==> src/sfsp_pkg.sv <==
// shared types, constants and helpers for the servo frame stream parser
package sfsp_pkg;

	localparam logic [7:0] HDR_BYTE        = 8'h55;
	localparam logic [7:0] LEN_MIN         = 8'd2;
	localparam logic [8:0] LEN_ADD         = 9'd2;
	localparam logic [8:0] CMD_POS         = 9'd3;
	localparam logic [8:0] COUNT_POS       = 9'd4;
	localparam logic [8:0] TIME_LO_POS     = 9'd5;
	localparam logic [8:0] TIME_HI_POS     = 9'd6;
	localparam logic [8:0] MOVE_BASE       = 9'd7;
	localparam logic [8:0] READ_BASE       = 9'd5;
	localparam logic [8:0] MOVE_MIN_SIZE   = 9'd7;
	localparam logic [8:0] READ_MIN_SIZE   = 9'd5;
	localparam logic [7:0] MOVE_OPCODE_RST = 8'd3;
	localparam logic [7:0] READ_OPCODE_RST = 8'd21;
	localparam int         FIFO_DEPTH      = 4;
	localparam int         CFG_IDX_W       = 1;

	typedef enum logic [2:0] {
		PH_HUNT0,
		PH_HUNT1,
		PH_LEN,
		PH_BODY,
		PH_SKIP
	} phase_t;

	typedef enum logic [1:0] {
		FK_MOVE,
		FK_REQ,
		FK_RESP,
		FK_UNKNOWN
	} frame_kind_t;

	typedef enum logic [1:0] {
		RK_ENTRY,
		RK_ID,
		RK_SUMMARY
	} record_kind_t;

	typedef enum logic [CFG_IDX_W-1:0] {
		CFG_MOVE_OPCODE,
		CFG_READ_OPCODE
	} cfg_index_t;

	typedef enum logic [1:0] {
		SLOT_ID,
		SLOT_POS_LO,
		SLOT_POS_HI
	} slot_t;

	typedef struct packed {
		logic [1:0]  record_kind;
		logic [1:0]  frame_kind;
		logic [7:0]  command_code;
		logic [15:0] move_time_ms;
		logic [7:0]  declared_count;
		logic [7:0]  entry_index;
		logic [7:0]  servo_id;
		logic [15:0] servo_position;
		logic [8:0]  frame_bytes;
		logic        last;
	} result_t;

	typedef struct packed {
		logic entry_v;
		logic summary_v;
	} push_t;

	// divide by three through a reciprocal, exact for any 9-bit value
	function automatic logic [7:0] div3(input logic [8:0] x);
		logic [19:0] p;
		p = {11'd0, x} * 20'd683;
		return p[18:11];
	endfunction

	function automatic logic [7:0] min8(input logic [7:0] a, input logic [7:0] b);
		return (a < b) ? a : b;
	endfunction

endpackage

==> src/servo_frame_stream_parser.sv <==
// top level: input register, opcode registers, frame parser and result queue
// an accepted byte is held in the input register, and the parser then writes its results into the result queue
// throughput: one byte per cycle while the result queue has room; a closing byte with an entry makes two beats
// the result queue (depth FIFO_DEPTH) must hold room for two beats to take a byte
// reset: parser hunts for header, queue empty, opcodes 3 (move) and 21 (read)
module servo_frame_stream_parser #(
	parameter int FIFO_DEPTH = sfsp_pkg::FIFO_DEPTH
) (
	input  logic                           clk,
	input  logic                           arst_n,
	input  logic                           rx_valid,
	output logic                           rx_ready,
	input  logic [7:0]                     rx_byte,
	input  logic                           cfg_valid,
	output logic                           cfg_ready,
	input  logic [sfsp_pkg::CFG_IDX_W-1:0] cfg_index,
	input  logic [7:0]                     cfg_data,
	output logic                           out_valid,
	input  logic                           out_ready,
	output logic [1:0]                     record_kind,
	output logic [1:0]                     frame_kind,
	output logic [7:0]                     command_code,
	output logic [15:0]                    move_time_ms,
	output logic [7:0]                     declared_count,
	output logic [7:0]                     entry_index,
	output logic [7:0]                     servo_id,
	output logic [15:0]                    servo_position,
	output logic [8:0]                     frame_bytes,
	output logic                           last
);

	logic              valid_s1;
	logic [7:0]        byte_s1;
	logic [7:0]        move_opcode_q;
	logic [7:0]        read_opcode_q;
	logic              step;
	logic              space2;
	logic              pop;
	sfsp_pkg::push_t   push;
	sfsp_pkg::result_t res_entry, res_summary, head;

	assign step      = valid_s1 && space2;
	assign rx_ready  = !valid_s1 || step;
	assign cfg_ready = 1'b1;
	assign pop       = out_valid && out_ready;

	always_ff @(posedge clk or negedge arst_n) begin
		if (!arst_n) begin
			valid_s1 <= 1'b0;
		end else if (rx_ready) begin
			valid_s1 <= rx_valid;
		end
	end

	always_ff @(posedge clk) begin
		if (rx_valid && rx_ready)
			byte_s1 <= rx_byte;
	end

	always_ff @(posedge clk or negedge arst_n) begin
		if (!arst_n) begin
			move_opcode_q <= sfsp_pkg::MOVE_OPCODE_RST;
			read_opcode_q <= sfsp_pkg::READ_OPCODE_RST;
		end else if (cfg_valid) begin
			case (cfg_index)
				sfsp_pkg::CFG_MOVE_OPCODE: move_opcode_q <= cfg_data;
				sfsp_pkg::CFG_READ_OPCODE: read_opcode_q <= cfg_data;
				default: ;
			endcase
		end
	end

	sfsp_parser u_parser (
		.clk                  (clk),
		.arst_n               (arst_n),
		.step                 (step),
		.rx_byte              (byte_s1),
		.move_opcode          (move_opcode_q),
		.read_position_opcode (read_opcode_q),
		.push                 (push),
		.res_entry            (res_entry),
		.res_summary          (res_summary)
	);

	sfsp_result_fifo #(
		.DEPTH (FIFO_DEPTH)
	) u_fifo (
		.clk        (clk),
		.arst_n     (arst_n),
		.push       (push),
		.wr_entry   (res_entry),
		.wr_summary (res_summary),
		.pop        (pop),
		.rd_data    (head),
		.not_empty  (out_valid),
		.space2     (space2)
	);

	assign record_kind    = head.record_kind;
	assign frame_kind     = head.frame_kind;
	assign command_code   = head.command_code;
	assign move_time_ms   = head.move_time_ms;
	assign declared_count = head.declared_count;
	assign entry_index    = head.entry_index;
	assign servo_id       = head.servo_id;
	assign servo_position = head.servo_position;
	assign frame_bytes    = head.frame_bytes;
	assign last           = head.last;

endmodule

==> src/sfsp_parser.sv <==
// frame parsing state machine producing entry and summary results per byte
module sfsp_parser (
	input  logic              clk,
	input  logic              arst_n,
	input  logic              step,
	input  logic [7:0]        rx_byte,
	input  logic [7:0]        move_opcode,
	input  logic [7:0]        read_position_opcode,
	output sfsp_pkg::push_t   push,
	output sfsp_pkg::result_t res_entry,
	output sfsp_pkg::result_t res_summary
);

	sfsp_pkg::phase_t      phase_q, phase_d;
	logic [8:0]            cnt_q, cnt_d;
	logic [8:0]            fsize_q, fsize_d;
	logic [7:0]            cmd_q, cmd_d;
	logic [7:0]            count_q, count_d;
	logic [15:0]           time_q, time_d;
	logic [7:0]            limit_q, limit_d;
	logic [7:0]            done_q, done_d;
	logic [15:0]           partial_q, partial_d;
	sfsp_pkg::frame_kind_t kind_q, kind_d;
	sfsp_pkg::slot_t       slot_q, slot_d;

	logic [9:0]  cnt_inc;
	logic        at_end;
	logic        is_move;
	logic        short_frame;
	logic [8:0]  base;
	logic [8:0]  payload;
	logic [8:0]  move_room;
	logic [7:0]  entry_id;
	logic [15:0] entry_pos;
	sfsp_pkg::record_kind_t entry_kind;

	always_comb begin
		phase_d     = phase_q;
		cnt_d       = cnt_q;
		fsize_d     = fsize_q;
		cmd_d       = cmd_q;
		count_d     = count_q;
		time_d      = time_q;
		limit_d     = limit_q;
		done_d      = done_q;
		partial_d   = partial_q;
		kind_d      = kind_q;
		slot_d      = slot_q;
		push        = '0;
		entry_id    = 8'd0;
		entry_pos   = 16'd0;
		entry_kind  = sfsp_pkg::RK_ENTRY;
		short_frame = 1'b0;
		cnt_inc     = {1'b0, cnt_q} + 10'd1;
		at_end      = cnt_inc >= {1'b0, fsize_q};
		is_move     = kind_q == sfsp_pkg::FK_MOVE;
		base        = is_move ? sfsp_pkg::MOVE_BASE : sfsp_pkg::READ_BASE;
		payload     = fsize_q - sfsp_pkg::READ_BASE;
		move_room   = fsize_q - sfsp_pkg::MOVE_MIN_SIZE;
		if (step) begin
			case (phase_q)
				sfsp_pkg::PH_HUNT0: begin
					if (rx_byte == sfsp_pkg::HDR_BYTE)
						phase_d = sfsp_pkg::PH_HUNT1;
				end
				sfsp_pkg::PH_HUNT1: begin
					phase_d = (rx_byte == sfsp_pkg::HDR_BYTE) ? sfsp_pkg::PH_LEN
						: sfsp_pkg::PH_HUNT0;
				end
				sfsp_pkg::PH_LEN: begin
					if (rx_byte < sfsp_pkg::LEN_MIN) begin
						phase_d = sfsp_pkg::PH_HUNT0;
					end else begin
						fsize_d = {1'b0, rx_byte} + sfsp_pkg::LEN_ADD;
						cnt_d   = sfsp_pkg::CMD_POS;
						phase_d = sfsp_pkg::PH_BODY;
					end
				end
				sfsp_pkg::PH_SKIP: begin
					if (at_end)
						phase_d = sfsp_pkg::PH_HUNT0;
					cnt_d = cnt_inc[8:0];
				end
				sfsp_pkg::PH_BODY: begin
					if (cnt_q == sfsp_pkg::CMD_POS) begin
						cmd_d     = rx_byte;
						count_d   = 8'd0;
						time_d    = 16'd0;
						limit_d   = 8'd0;
						done_d    = 8'd0;
						partial_d = 16'd0;
						slot_d    = sfsp_pkg::SLOT_ID;
						if (rx_byte == move_opcode) begin
							kind_d      = sfsp_pkg::FK_MOVE;
							short_frame = fsize_q < sfsp_pkg::MOVE_MIN_SIZE;
						end else if (rx_byte == read_position_opcode) begin
							kind_d      = sfsp_pkg::FK_REQ;
							short_frame = fsize_q < sfsp_pkg::READ_MIN_SIZE;
						end else begin
							kind_d = sfsp_pkg::FK_UNKNOWN;
						end
					end else if (kind_q != sfsp_pkg::FK_UNKNOWN) begin
						if (cnt_q == sfsp_pkg::COUNT_POS) begin
							count_d = rx_byte;
							if (is_move) begin
								limit_d = sfsp_pkg::min8(rx_byte, sfsp_pkg::div3(move_room));
							end else if (payload == {1'b0, rx_byte}) begin
								kind_d  = sfsp_pkg::FK_REQ;
								limit_d = rx_byte;
							end else begin
								kind_d  = sfsp_pkg::FK_RESP;
								limit_d = sfsp_pkg::min8(rx_byte, sfsp_pkg::div3(payload));
							end
						end else if (is_move && cnt_q == sfsp_pkg::TIME_LO_POS) begin
							time_d[7:0] = rx_byte;
						end else if (is_move && cnt_q == sfsp_pkg::TIME_HI_POS) begin
							time_d[15:8] = rx_byte;
						end else if (cnt_q >= base && done_q < limit_q) begin
							if (kind_q == sfsp_pkg::FK_REQ) begin
								push.entry_v = 1'b1;
								entry_kind   = sfsp_pkg::RK_ID;
								entry_id     = rx_byte;
								done_d       = done_q + 8'd1;
							end else begin
								case (slot_q)
									sfsp_pkg::SLOT_ID: begin
										partial_d = {8'd0, rx_byte};
										slot_d    = sfsp_pkg::SLOT_POS_LO;
									end
									sfsp_pkg::SLOT_POS_LO: begin
										partial_d = {rx_byte, partial_q[7:0]};
										slot_d    = sfsp_pkg::SLOT_POS_HI;
									end
									default: begin
										push.entry_v = 1'b1;
										entry_id     = partial_q[7:0];
										entry_pos    = {rx_byte, partial_q[15:8]};
										done_d       = done_q + 8'd1;
										slot_d       = sfsp_pkg::SLOT_ID;
									end
								endcase
							end
						end
					end
					cnt_d = cnt_inc[8:0];
					if (short_frame) begin
						phase_d = at_end ? sfsp_pkg::PH_HUNT0 : sfsp_pkg::PH_SKIP;
					end else if (at_end) begin
						push.summary_v = 1'b1;
						phase_d        = sfsp_pkg::PH_HUNT0;
					end
				end
				default: begin
					phase_d = sfsp_pkg::PH_HUNT0;
				end
			endcase
		end
	end

	always_comb begin
		res_entry.record_kind    = entry_kind;
		res_entry.frame_kind     = kind_d;
		res_entry.command_code   = cmd_d;
		res_entry.move_time_ms   = (kind_d == sfsp_pkg::FK_MOVE) ? time_d : 16'd0;
		res_entry.declared_count = (kind_d == sfsp_pkg::FK_UNKNOWN) ? 8'd0 : count_d;
		res_entry.entry_index    = done_q;
		res_entry.servo_id       = entry_id;
		res_entry.servo_position = entry_pos;
		res_entry.frame_bytes    = fsize_d;
		res_entry.last           = 1'b0;

		res_summary                = res_entry;
		res_summary.record_kind    = sfsp_pkg::RK_SUMMARY;
		res_summary.entry_index    = done_d;
		res_summary.servo_id       = 8'd0;
		res_summary.servo_position = 16'd0;
		res_summary.last           = 1'b1;
	end

	always_ff @(posedge clk or negedge arst_n) begin
		if (!arst_n) begin
			phase_q   <= sfsp_pkg::PH_HUNT0;
			cnt_q     <= 9'd0;
			fsize_q   <= 9'd0;
			cmd_q     <= 8'd0;
			count_q   <= 8'd0;
			time_q    <= 16'd0;
			limit_q   <= 8'd0;
			done_q    <= 8'd0;
			partial_q <= 16'd0;
			kind_q    <= sfsp_pkg::FK_MOVE;
			slot_q    <= sfsp_pkg::SLOT_ID;
		end else begin
			phase_q   <= phase_d;
			cnt_q     <= cnt_d;
			fsize_q   <= fsize_d;
			cmd_q     <= cmd_d;
			count_q   <= count_d;
			time_q    <= time_d;
			limit_q   <= limit_d;
			done_q    <= done_d;
			partial_q <= partial_d;
			kind_q    <= kind_d;
			slot_q    <= slot_d;
		end
	end

	a_summary_ends_frame: assert property (@(posedge clk) disable iff (!arst_n)
		push.summary_v |=> phase_q == sfsp_pkg::PH_HUNT0)
		else $error("summary beat did not return parser to header hunt");

	a_entry_in_body: assert property (@(posedge clk) disable iff (!arst_n)
		push.entry_v |-> (phase_q == sfsp_pkg::PH_BODY && done_q < limit_q))
		else $error("entry produced outside frame body or beyond limit");

	a_entry_kind: assert property (@(posedge clk) disable iff (!arst_n)
		push.entry_v |-> (kind_q == sfsp_pkg::FK_MOVE || kind_q == sfsp_pkg::FK_REQ
			|| kind_q == sfsp_pkg::FK_RESP))
		else $error("entry produced for unknown command frame");

endmodule

==> src/sfsp_result_fifo.sv <==
// small result queue taking up to two beats per cycle and giving one
module sfsp_result_fifo #(
	parameter int DEPTH = sfsp_pkg::FIFO_DEPTH
) (
	input  logic              clk,
	input  logic              arst_n,
	input  sfsp_pkg::push_t   push,
	input  sfsp_pkg::result_t wr_entry,
	input  sfsp_pkg::result_t wr_summary,
	input  logic              pop,
	output sfsp_pkg::result_t rd_data,
	output logic              not_empty,
	output logic              space2
);

	localparam int PTR_W = (DEPTH > 1) ? $clog2(DEPTH) : 1;
	localparam int CNT_W = $clog2(DEPTH + 1);

	sfsp_pkg::result_t mem_q [DEPTH];
	logic [PTR_W-1:0]  wr_q, rd_q, wr_nxt;
	logic [CNT_W-1:0]  count_q, count_d;
	logic [1:0]        n_push;
	sfsp_pkg::result_t w0;

	function automatic logic [PTR_W-1:0] nxt(input logic [PTR_W-1:0] p);
		return (p == PTR_W'(DEPTH - 1)) ? '0 : p + PTR_W'(1);
	endfunction

	assign n_push    = {1'b0, push.entry_v} + {1'b0, push.summary_v};
	assign w0        = push.entry_v ? wr_entry : wr_summary;
	assign wr_nxt    = nxt(wr_q);
	assign count_d   = count_q + CNT_W'(n_push) - CNT_W'(pop);
	assign not_empty = count_q != '0;
	assign space2    = count_q <= CNT_W'(DEPTH - 2);
	assign rd_data   = mem_q[rd_q];

	always_ff @(posedge clk) begin
		if (n_push != 2'd0)
			mem_q[wr_q] <= w0;
		if (n_push == 2'd2)
			mem_q[wr_nxt] <= wr_summary;
	end

	always_ff @(posedge clk or negedge arst_n) begin
		if (!arst_n) begin
			wr_q    <= '0;
			rd_q    <= '0;
			count_q <= '0;
		end else begin
			count_q <= count_d;
			if (pop)
				rd_q <= nxt(rd_q);
			if (n_push == 2'd2)
				wr_q <= nxt(wr_nxt);
			else if (n_push == 2'd1)
				wr_q <= wr_nxt;
		end
	end

	a_no_overflow: assert property (@(posedge clk) disable iff (!arst_n)
		{1'b0, count_q} + (CNT_W + 1)'(n_push) <= (CNT_W + 1)'(DEPTH))
		else $error("result queue overflow");

	a_no_underflow: assert property (@(posedge clk) disable iff (!arst_n)
		pop |-> not_empty)
		else $error("result queue read while empty");

	a_head_holds: assert property (@(posedge clk) disable iff (!arst_n)
		(not_empty && !pop) |=> $stable(rd_data))
		else $error("queue head changed while waiting");

endmodule
==> config.mk <==
export PLATFORM = sky130hd
export DESIGN_NAME = servo_frame_stream_parser
export DESIGN_NICKNAME = d
export VERILOG_FILES = /design/src/sfsp_pkg.sv /design/src/servo_frame_stream_parser.sv /design/src/sfsp_parser.sv /design/src/sfsp_result_fifo.sv
export SDC_FILE = /design/constraint.sdc
export NUM_CORES = 1
export LEC_CHECK = 0
export BUFFER_PORTS_ARGS = -buffer_cell sky130_fd_sc_hd__buf_2
export CORE_ASPECT_RATIO = 0.8
export CORE_MARGIN = 3
export CORE_UTILIZATION = 40
export DETAILED_ROUTE_END_ITERATION = 10
export GPL_TIMING_DRIVEN = 0
export PLACE_DENSITY = 0.64
export REMOVE_ABC_BUFFERS = 1
export SKIP_CTS_REPAIR_TIMING = 1
export SLEW_MARGIN = 20
export SYNTH_ARGS = -nofsm -noshare
export SYNTH_HDL_FRONTEND = slang
export SYNTH_SLANG_ARGS = --single-unit
==> constraint.sdc <==
create_clock -name clk -period 21.6 [get_ports clk]
set_input_delay 1.08 -clock clk [delete_from_list [all_inputs] [get_ports clk]]
set_output_delay 1.08 -clock clk [all_outputs]
set_load 0.02 [all_outputs]
# Word-level counts from Yosys, hierarchy flattened

Memories as Yosys holds them, arrays and structs flattened.
Cells that the tools add are included.

Register bits: 121
Input bits: 22
Logic and storage cells: 231
Memories kept: 1
Memory bits (writable): 312
Output and inout port bits: 81

Order comparisons: 9
Equal/unequal tests: 28
Multipliers: 2
Multiplexer cells: 129
Bitwise operators: 1
Reductions and logical operators: 31
$add $sub $neg: 11

Memories:

| name         | depth | bits a word | rd ports | clocked after Yosys merged registers in | wr ports | line                   | RTL |
|---|---|---|---|---|---|---|---|
| u_fifo.mem_q | 4     | 78          | 1        | 0                                       | 2        | sfsp_result_fifo.sv:19 | `sfsp_pkg::result_t mem_q [DEPTH];` |

Operators with widths:

| operator              | count |
|---|---|
| $mux 16               | 23 |
| $mux 8                | 39 |
| $mux 78               | 1 |
| $mux 2                | 34 |
| $mul 9x10->19 const B | 2 |
| $mux 9                | 4 |
| $pmux 16 s2           | 1 |
| $eq 9x3->1 const B    | 3 |
| $lt 8x8->1            | 3 |
| $mux 1                | 20 |
| $lt 9x3->1 const B    | 2 |
| $pmux 9 s2            | 1 |
| $sub 9x3->9 const B   | 2 |
| $eq 8x8->1            | 2 |
| $pmux 3 s5            | 1 |
| $reduce_bool 2->1     | 7 |
| $mux 3                | 4 |
| $ne 2x1->1 const B    | 6 |
| $add 9x1->10 const B  | 1 |
| $eq 2x2->1 const B    | 5 |
| $ge 10x9->1           | 1 |
| $reduce_and 10->1     | 1 |
| $add 8x2->9 const B   | 1 |
| $eq 9x2->1 const B    | 1 |
| 29 further kinds      | 46 |

# Longest topological paths before layout

Depth after elaboration: 16
Mapped depth: 30
Gate-level depth less buffers: 29

# Hierarchy

Synthesis repeated with hierarchy kept, for this count alone.

Cells, all modules: 1985
Area, all modules: 26459.1 um2

By module, submodules not included:

| module                    | seq. area each (um2) | area an instance (um2) | times used | cells an instance |
|---|---|---|---|---|
| sfsp_result_fifo          | 9544.2               | 15869.0                | 1          | 815 |
| sfsp_parser               | 2227.1               | 9634.2                 | 1          | 1119 |
| servo_frame_stream_parser | 671.9                | 955.9                  | 1          | 51 |

# Worst setup path before layout

Ideal clock, no wire load.

Path type: register to register
Start: register u_parser.fsize_q[0]
End: register u_parser.limit_q[1]
Clock period less this slack: 7145 ps
Buffers on the path: 1
Data required time: 21478 ps
Setup slack: 14455 ps
Arrival time: 7023 ps
Setup time: 122 ps
Cell stages (with the launch flop): 30
Cells stage by stage: dfrtp_1 ha_1 a2111oi_0 nand3_1 xnor2_1 ha_1 inv_1 fa_1 inv_1 fa_1 inv_1 fa_1 inv_1 ha_1 nand2_1 or3_1 o21a_1 o211ai_1 and3_1 nor2_1 xor2_1 ha_1 nand4_1 nor2_1 o41ai_1 o31ai_1 and2_0 clkbuf_1 a22oi_1 a32o_1

Word-level cells in the longest chain between the ends: 9
Elaborated cells on any way between the ends: 14
Classes of those cells: add/sub: 2; mul: 2; order compare: 2; eq/ne: 1; mux: 7

RTL lines:

| item                   | line               | RTL |
|---|---|---|
| start, declared        | sfsp_parser.sv:16  | `logic [8:0] fsize_q, fsize_d;` |
| start signal, assigned | sfsp_parser.sv:196 | `fsize_q <= fsize_d;` |
| $sub 9x3->9            | sfsp_parser.sv:58  | `payload = fsize_q - sfsp_pkg::READ_BASE;` |
| $mul 9x10->19          | sfsp_pkg.sv:73     | `p = {11'd0, x} * 20'd683;` |
| $lt 8x8->1             | sfsp_pkg.sv:78     | `return (a < b) ? a : b;` |
| $mux 8                 | sfsp_pkg.sv:78     |  |
| $mux 8                 | sfsp_parser.sv:107 | `end else if (payload == {1'b0, rx_byte}) begin` |
| $mux 8 (*)             | sfsp_parser.sv:105 | `if (is_move) begin` |
| $mux 8 (*)             | sfsp_parser.sv:103 | `if (cnt_q == sfsp_pkg::COUNT_POS) begin` |
| $mux 8 (*)             | sfsp_parser.sv:102 | `end else if (kind_q != sfsp_pkg::FK_UNKNOWN) begin` |
| $mux 8 (*)             | sfsp_parser.sv:85  | `if (cnt_q == sfsp_pkg::CMD_POS) begin` |
| end signal, assigned   | sfsp_parser.sv:200 | `limit_q <= limit_d;` |
| end, declared          | sfsp_parser.sv:20  | `logic [7:0] limit_q, limit_d;` |

Mark *: on every way between the ends. The rest lies on a longest branch, timed or not. The select of a mux whose other input is x is not followed.
A chain may end at the register's enable or synchronous reset.

# Worst setup path in the final report

Start: register u_parser.fsize_q[0]
End: register u_parser.limit_q[6]

Same word-level chain as after synthesis.

==> flow_summary.yaml <==
placed_design:
  port_buffers: 101
  gp_congestion: 0.8616
  hpwl_um: 41950
synthesis:
  synth_area_leaders: "edfxtp_1, dfrtp_1, dfxtp_1"
  yosysSeqAreaShare_pct: 47.57
  synth_warnings: 0
  synth_edf_count: 212
  synth_area_sq_um: 23720
  synth_top_area_cell: "edfxtp_1"
  postSynthAreaPerCell_sq_um: 11.41
  synth_cell_type_count: 83
  synth_ff_type: "edfxtp_1"
  synth_top_area_share_pct: 26.84
  async_flop_share_pct: 26.34
  ys_ff_latch: 429
  synth_cells: 2079
worst_setup_path:
  cp-end-kind: "register"
  cp_slowest_cell: "o31ai_1"
  path_buf_inv: 4
  path_max_fanout: 14
  critical_path_class: "register to register"
  cp-start-kind: "register"
  cp.required_ps: 22020
  cp.arrival_ps: 9140
  path_delay_family: "compound AO/OA/AOI/OAI gates"
  cp_slowest_stage_delay_ps: 850
timing:
  hold_viol: 0
  period_needed_ps: 8715
  max_slew.worst_pin.slew_ps: 1201
  rsz0062_at_grt: "false"
  whs_ps: 375.8
  slew_viol_final: 0
  finClkSkew_ps: 23.71
  timing.final.crit_share_pct: 40.35
  finalSetupTns_ps: 0
  relSlewSlack_pct: 19.29
  fmax_mhz: 114.7
  setup_viol: 0
final_layout:
  seq_area_sq_um: 11290
  nFillCells: 5246
  diodes: 0
  drive_gt1_share_pct: 17.09
  area_delta_synth_final_pct: 13.90
  final_nets: 2316
  multi_input_area_sq_um: 11130
floorplan:
  num_rows: 79
  initial_core_util_pct: 40.60
  die_h_um: 223.8
  io_pins: 103
  die_x_um: 278.2
  design.die.area_sq_um: 62270
  core_sq_um: 58420
clock_network:
  cts-root-buf: "clkbuf_16"
  cts_inserted_buffers: 42
  cts_tree: "done"
  cts.clk_slew.worst_paths_ps: 60
  cts_sinks: 429
  cts_buffer_depth: 3
  cts-htree-levels: 2
  clkLatencyLatePin_ps: 570
detailed_routing:
  antenna_left: 0
  drt_iter0_drc: 1772
  vias: 16760
  drc: 0
  via_per_inst: 5.735
  routed_wl_um: 62310
  drtPass1Iterations: 5
  wire_per_inst_um: 21.32
grt:
  antenna_found_initial: 0
  gr-total-overflow: 0
  grt_first_pass_wirelength_um: 98370
  grt_pass1_vias: 17140
  grt_use_total_pct: 19.98
  grt_start_max_net_pins: 83
job:
  max_cap_violations: 0
outcome:
  status: "finished clean"
hold_path:
  min_path_type: "input pin to asynchronous set/reset pin"
[sequential cells by signal (all words and copies together) (netlist names)]
name,flops
u_fifo.rd_q,2
valid_s1,1
u_parser.done_q,8
read_opcode_q,8
u_fifo.mem_q,308
u_parser.phase_q,3
move_opcode_q,8
u_parser.count_q,8
u_parser.cmd_q,8
u_parser.cnt_q,9
byte_s1,8
u_parser.partial_q,16
u_parser.fsize_q,9
u_fifo.count_q,3
u_parser.limit_q,8
u_parser.kind_q,2
u_fifo.wr_q,2
u_parser.time_q,16
u_parser.slot_q,2
[stage by stage]
step | util [%] | instances | setup WS [ps] | area [sq um]
global placement | 41.96 | 2800 | 7900 | 24510
finish | 46.24 | 2922 | 12880 | 27010
detailed placement | 43.81 | 2844 | 12900 | 25590
global route | 46.24 | 2922 | 12390 | 27010
CTS | 46.22 | 2922 | 12870 | 27000
floorplan | - | 1930 | 14350 | 23050
[kinds of logic (layout without fill, tap and decap cells)]
family	count (synthesis)	after routing	share of synthesized area, %
AND/OR/NAND/NOR	539	539	11.72
flip-flops	429	429	47.57
AO/OA/AOI/OAI	373	373	11.20
buffers and inverters	344	418	5.914
adder cells (fa/ha/maj)	175	175	10.53
multiplexers	144	144	10.26
XOR/XNOR	74	74	2.791
other	1	1	0.01581
[path summary, 6_finish.rpt]
check / end / from / depth (start not counted) / slack [ps]
min: u_parser.count_q[6] / arst_n / 1 / 380
max in group asynchronous: u_parser.partial_q[12] / arst_n / 2 / 20440
min in group clk: u_fifo.mem_q[1][26] / u_fifo.mem_q[1][26] / 2 / 450
min reg2reg: u_fifo.mem_q[1][26] / u_fifo.mem_q[1][26] / 2 / 450
max reg2reg: u_parser.limit_q[6] / u_parser.fsize_q[0] / 28 / 12880
max: u_parser.limit_q[6] / u_parser.fsize_q[0] / 28 / 12880
[layer usage]
metal  vias up  wire length [um]  global-route usage, %  share of wire, %
met2       711             28010                  31.01                45
met1      8292             27800                  28.83                45
met4         0              1335                  4.902               2.1
li1       7663                 -                      -                 -
met3        93              5169                  4.085               8.3
met5         -                 0                      0                 0
[Yosys cell counts, drive strengths merged (5+ instances only)]
master	n
mux2	23
a22o	75
dfxtp	104
fa	41
a2111oi	5
and2	26
xor2	40
edfxtp	212
a21o	30
o22ai	22
a22oi	35
o21ai	32
a21oi	97
or3	11
mux4	77
dfstp	5
nor2	149
xnor2	33
clkbuf	91
nand4	15
inv	195
a221o	6
nand3	46
and3	10
o31ai	23
dfrtp	108
ha	134
buf	58
nor2b	13
o211ai	7
mux2i	44
a32o	5
nor4	82
or2	24
nand2	108
or4	8
nor3	22
nand2b	14
[cell type report]
type	count	area share [%]
Clock inverter	21	0.7457
Tap cell	769	3.562
Timing Repair Buffer	145	5.466
Sequential cell	429	41.79
Inverter	195	2.747
Clock buffer	57	4.479
Multi-Input combinational cell	1306	41.21
[cells in the final DEF (no fill, tap or decap), types with 8 or more instances in the layout]
| cell | netlist | routed |
|---|---|---|
| edfxtp_1 | 212 | 212 |
| inv_1 | 193 | 189 |
| nor2_1 | 143 | 137 |
| ha_1 | 134 | 134 |
| nand2_1 | 107 | 107 |
| dfrtp_1 | 108 | 106 |
| dfxtp_1 | 104 | 104 |
| buf_2 | 25 | 100 |
| a21oi_1 | 97 | 96 |
| nor4_1 | 79 | 79 |
| mux4_2 | 77 | 77 |
| a22o_1 | 75 | 75 |
| nand3_1 | 46 | 46 |
| mux2i_1 | 44 | 44 |
| clkbuf_16 | 0 | 44 |
| fa_1 | 41 | 41 |
| xor2_1 | 40 | 40 |
| a22oi_1 | 35 | 35 |
| xnor2_1 | 33 | 33 |
| a21o_1 | 30 | 30 |
| o21ai_0 | 30 | 30 |
| o31ai_1 | 23 | 23 |
| mux2_2 | 23 | 23 |
| buf_16 | 0 | 23 |
| and2_1 | 22 | 22 |
| o22ai_1 | 22 | 22 |
| nor3_1 | 21 | 20 |
| nand4_1 | 15 | 15 |
| nand2b_1 | 14 | 13 |
| nor2b_1 | 13 | 13 |
| or2_1 | 13 | 13 |
| or3_1 | 11 | 11 |
| or2_2 | 11 | 11 |
| and3_1 | 10 | 10 |
| buf_8 | 0 | 10 |
| nor2_4 | 2 | 9 |
| clkinv_2 | 0 | 8 |
Power is not shown: default switching activity piles up to over one toggle a cycle in this logic, so the estimate is an artifact.
